$ cat config.mk
export PLATFORM = sky130hd
export DESIGN_NAME = fdecho_arith
export DESIGN_NICKNAME = d
export VERILOG_FILES = /design/src/rtl/feedback_delay_echo_core_defines.svh /design/src/rtl/fdecho_pkg.sv /design/src/rtl/fdecho_arith.sv
export SDC_FILE = /design/constraint.sdc
export NUM_CORES = 2
export LEC_CHECK = 0
export CAP_MARGIN = 20
export CORE_MARGIN = 1.5
export CORE_UTILIZATION = 50
export CTS_BUF_LIST = sky130_fd_sc_hd__clkbuf_8
export CTS_CLUSTER_DIAMETER = 50
export CTS_CLUSTER_SIZE = 28
export DETAILED_ROUTE_END_ITERATION = 8
export DONT_BUFFER_PORTS = 1
export SLEW_MARGIN = 10
export SYNTH_ARGS = -nofsm -noshare
export SYNTH_HDL_FRONTEND = slang
export SYNTH_SLANG_ARGS = --single-unit
$ cat constraint.sdc
create_clock -name clk_i -period 17.9 [get_ports clk_i]
set_input_delay 2.685 -clock clk_i [delete_from_list [all_inputs] [get_ports clk_i]]
set_output_delay 2.685 -clock clk_i [all_outputs]
set_load 0.02 [all_outputs]
$ cat src/rtl/feedback_delay_echo_core_defines.svh
// ----------------------------------------------------------------------------
// Feedback delay echo: assertion macros
// Concurrent assertion shorthands sampled on clk_i, disabled while rst_ni low.
// ----------------------------------------------------------------------------
`ifndef FEEDBACK_DELAY_ECHO_CORE_DEFINES_SVH
`define FEEDBACK_DELAY_ECHO_CORE_DEFINES_SVH

// same-cycle implication
`define FDE_ASSERT_IMP(lbl, ante, cons, msg) \
  lbl: assert property (@(posedge clk_i) disable iff (!rst_ni) (ante) |-> (cons)) \
    else $error(msg);

// next-cycle implication
`define FDE_ASSERT_NXT(lbl, ante, cons, msg) \
  lbl: assert property (@(posedge clk_i) disable iff (!rst_ni) (ante) |=> (cons)) \
    else $error(msg);

`endif

$ cat src/rtl/fdecho_pkg.sv
// ----------------------------------------------------------------------------
// Feedback delay echo: package
// Shared widths, constants, sample type and saturation helper.
// ----------------------------------------------------------------------------
`default_nettype none

package fdecho_pkg;

  localparam int unsigned MaxDelay    = 65536;
  localparam int unsigned MaxChannels = 2;

  localparam int unsigned SampleW   = 16;
  localparam int unsigned DelayW    = 16;
  localparam int unsigned GainW     = 15;
  localparam int unsigned WetW      = 16;
  localparam int unsigned ChanCntW  = 2;
  localparam int unsigned CfgIdxW   = 2;
  localparam int unsigned CfgDataW  = 16;
  localparam int unsigned SatInW    = 20;

  localparam int unsigned FbCap      = 32113;
  localparam int unsigned WetOne     = 32768;
  localparam int unsigned DelayReset = 24000;
  localparam int unsigned ChanReset  = 2;

  typedef logic signed [SampleW-1:0] sample_t;

  function automatic sample_t sat_s16(input logic signed [SatInW-1:0] v);
    sample_t r;
    if (v > 20'sd32767) begin
      r = 16'sh7FFF;
    end else if (v < -20'sd32768) begin
      r = 16'sh8000;
    end else begin
      r = v[SampleW-1:0];
    end
    return r;
  endfunction

endpackage

`default_nettype wire

$ cat src/rtl/fdecho_arith.sv
// ----------------------------------------------------------------------------
// Feedback delay echo: arithmetic
// Registered gain products, then rounding and saturation of the feedback
// write value and the dry/wet mix, or the dry input for an inactive channel.
// ----------------------------------------------------------------------------
`default_nettype none

module fdecho_arith (
  input  logic                                clk_i,
  input  logic                                en_i,
  input  fdecho_pkg::sample_t                 x_i,
  input  fdecho_pkg::sample_t                 dl_i,
  input  logic [fdecho_pkg::GainW-1:0]        gain_i,
  input  logic [fdecho_pkg::WetW-1:0]         wet_i,
  input  logic                                act_i,
  output fdecho_pkg::sample_t                 store_o,
  output fdecho_pkg::sample_t                 result_o
);

  localparam int unsigned GainW = fdecho_pkg::GainW;
  localparam int unsigned WetW  = fdecho_pkg::WetW;

  logic [GainW-1:0]    gain;
  logic [WetW-1:0]     wet;
  logic [WetW-1:0]     dry;
  logic signed [31:0]  p_fb_d, p_fb_q;
  logic signed [32:0]  p_x_d, p_x_q;
  logic signed [32:0]  p_d_d, p_d_q;
  fdecho_pkg::sample_t x_q;

  logic signed [31:0]  fb_sum;
  logic signed [16:0]  fb;
  logic signed [17:0]  st_sum;
  logic signed [33:0]  mix_sum;
  logic signed [18:0]  mix;
  fdecho_pkg::sample_t mix_sat;

  always_comb begin
    gain   = (gain_i > GainW'(fdecho_pkg::FbCap)) ? GainW'(fdecho_pkg::FbCap) : gain_i;
    wet    = (wet_i > WetW'(fdecho_pkg::WetOne)) ? WetW'(fdecho_pkg::WetOne) : wet_i;
    dry    = WetW'(fdecho_pkg::WetOne) - wet;
    p_fb_d = dl_i * $signed({1'b0, gain});
    p_x_d  = x_i * $signed({1'b0, dry});
    p_d_d  = dl_i * $signed({1'b0, wet});
  end

  always_ff @(posedge clk_i) begin
    if (en_i) begin
      p_fb_q <= p_fb_d;
      p_x_q  <= p_x_d;
      p_d_q  <= p_d_d;
      x_q    <= x_i;
    end
  end

  // floor((v + 2^14) / 2^15) by taking the upper bits
  always_comb begin
    fb_sum  = p_fb_q + 32'sd16384;
    fb      = fb_sum[31:15];
    st_sum  = {{2{x_q[15]}}, x_q} + {fb[16], fb};
    mix_sum = {p_x_q[32], p_x_q} + {p_d_q[32], p_d_q} + 34'sd16384;
    mix     = mix_sum[33:15];
    mix_sat = fdecho_pkg::sat_s16({mix[18], mix});
  end

  assign store_o  = fdecho_pkg::sat_s16({{2{st_sum[17]}}, st_sum});
  assign result_o = act_i ? mix_sat : x_q;

endmodule

`default_nettype wire

==> flow_summary.toml <==
[outcome]
status = "complete, no violations"

[synth]
async_reset_ff_share_pct = 0
ys_seq_area_share_pct = 9.10
synth.avg_cell_area_um2 = 9.17
synthFlopType = "edfxtp_1"
ys_seq_elements = 100
ys_warn_count = 0
netlist_area_um2 = 33000
synth_edf_count = 100
syn-num-nets = 4703
synth_cells = 3598
synth_cell_types = 73

[sta]
fmax_mhz = 82.8
finalSetupViolCount = 0
slew_violations = 0
worstMarginPinSlew_ns = 1.13
rsz0062_at_grt = "no"
hold-worst-slack_ns = 2.35
hold_viol_final = 0
fin_tns_setup_ns = 0
relSlewSlack_pct = 24.5
min_period_ns = 12.08
min_period_over_period_pct = 67.5

[grt]
antenna_found_initial = 3
grtUsageTotal_pct = 27.1
grt_overflow = 0
grt_pass1_wl_mm = 142
grt_max_degree = 101
grt_pass1_vias = 26000

[cts]
root_buffer = "clkbuf_8"
cts_buffers = 9
post_cts_resized = 0
cts.sinks = 100
postCtsSetupRepairBufs = 0
cts_max_path_buffers = 2
cts_tree = "built"
cts_hold_buf = 0
clk_pin_slew_worst_paths_ns = 0.12
cts-htree-levels = 3

[route]
viasPerCell = 5.46
ant_nets = 0
post_drt_wl_per_cell_um = 20.0
drt_wl_total_mm = 87.4
dr.pass1.iters = 5
initialDrtViolationCount = 1298
drc = 0
vias = 23800

[layout]
fin_nets = 4594
drive_gt1_share_pct = 2.00
area_delta_synth_final_pct = 2.82
final_util_pct = 51.8
final_cell_mix = "inv_1, fa_1, nand2_1, ha_1, and2_1"
final_common_cell = "inv_1"

[critical_path]
cp_common_cell = "fa_1"
crit_type = "input port to flop"
crit_family = "adder cells"
cp.required_ns = 18.09
cp.buffers_inverters = 2
startpoint_type = "input port"
cpMaxStageDelayCell = "xor2_2"
crit_path_max_fanout = 16
max_stage_delay_ns = 0.67
cp.arrival_ns = 12.27
end_kind = "flop"

[floorplanning]
core_area_um2 = 65500
rows = 94
dieArea_um2 = 67600
io_pins = 98
die_w_um = 260
die_h_um = 260
initial_utilization_pct = 50.4

[placed_design]
portBuffers = 0
gp_congestion = 0.902
dp_hpwl_mm = 69.7

[worst_hold_path]
hold_path.class = "input port to flop"
timing.hold.worst_endpoint = "x_q[12]"
hp-start = "x_i[12]"
hold_path_depth = 0

[flow_run]
cap_violations = 0
[metrics by stage]
stage / cells / instance area, µm² / setup WS (ns)
after global routing: 4358 / 33900 / 5.37
final: 4358 / 33900 / 5.82
after detailed placement: 4341 / 33700 / 5.56
after CTS: 4356 / 33900 / 5.97
after floorplan: 3598 / 33000 / 6.98
after global placement: 4341 / 33700 / 5.77
[logic make-up after synthesis]
group / after synthesis / share of synthesized area [%]
XOR/XNOR: 140 / 3.81
buffers and inverters: 932 / 10.7
flip-flops: 100 / 9.10
multiplexers: 1 / 0.0303
adder cells (fa/ha/maj): 1039 / 53.8
AO/OA/AOI/OAI: 336 / 6.73
AND/OR/NAND/NOR: 1050 / 15.8
[registers in the layout, summed over array words and instances, names as in the netlist]
signal / flops
p_d_q: 33
p_fb_q: 18
p_x_q: 33
x_q: 16
[Yosys cell counts (all sizes together), types with 11 or more instances]
library cell  number  area (µm²)
nor3              16        80.1
clkbuf           129         484
ha               405        5070
buf               15        91.3
nand4             12        75.1
xor2              46         410
nor2b             24         150
a21o              56         420
inv              788        2960
nand2            432        1620
nand3             34         170
nor2             103         387
and2             352        2200
edfxtp           100        3000
a21oi            103         515
nand2b            28         175
o21a              26         195
and3              22         138
fa               634       12700
a211oi            11        82.6
xnor2             94         846
o21bai            16         120
o21ai             56         280
[cell type report]
class                   count  area, µm²
diodes                      1       2.50
clock buffers               9        124
clock inverters             6       95.1
fillers                  6154      31600
inverters                 788       2960
multi-input cells        2566      26500
flip-flops and latches    100       3000
well taps                 864       1080
repair buffers             24        188
[worst max path at each step]
stage	from	end	slack, ns	depth (start not counted)
global route	wet_i[4]	p_x_q[31]	5.37	32
floorplan	wet_i[4]	p_x_q[31]	6.98	35
detailed placement	wet_i[4]	p_x_q[31]	5.56	32
CTS	wet_i[4]	p_x_q[31]	5.97	32
global placement	wet_i[4]	p_x_q[31]	5.77	34
finish	wet_i[4]	p_x_q[31]	5.82	32
[metal layers]
layer  global-route usage, %  wire length [µm]  vias up
met4                    11.1              3630        0
met3                    2.62              4560      156
met1                    36.2             37500    12200
li1                        -                 -    10800
met2                    45.1             41600      672
met5                       0                 0        -
Power is left out: the tool's default activity adds up to more than one toggle a clock period on the data nets, which glitch-free logic cannot reach.
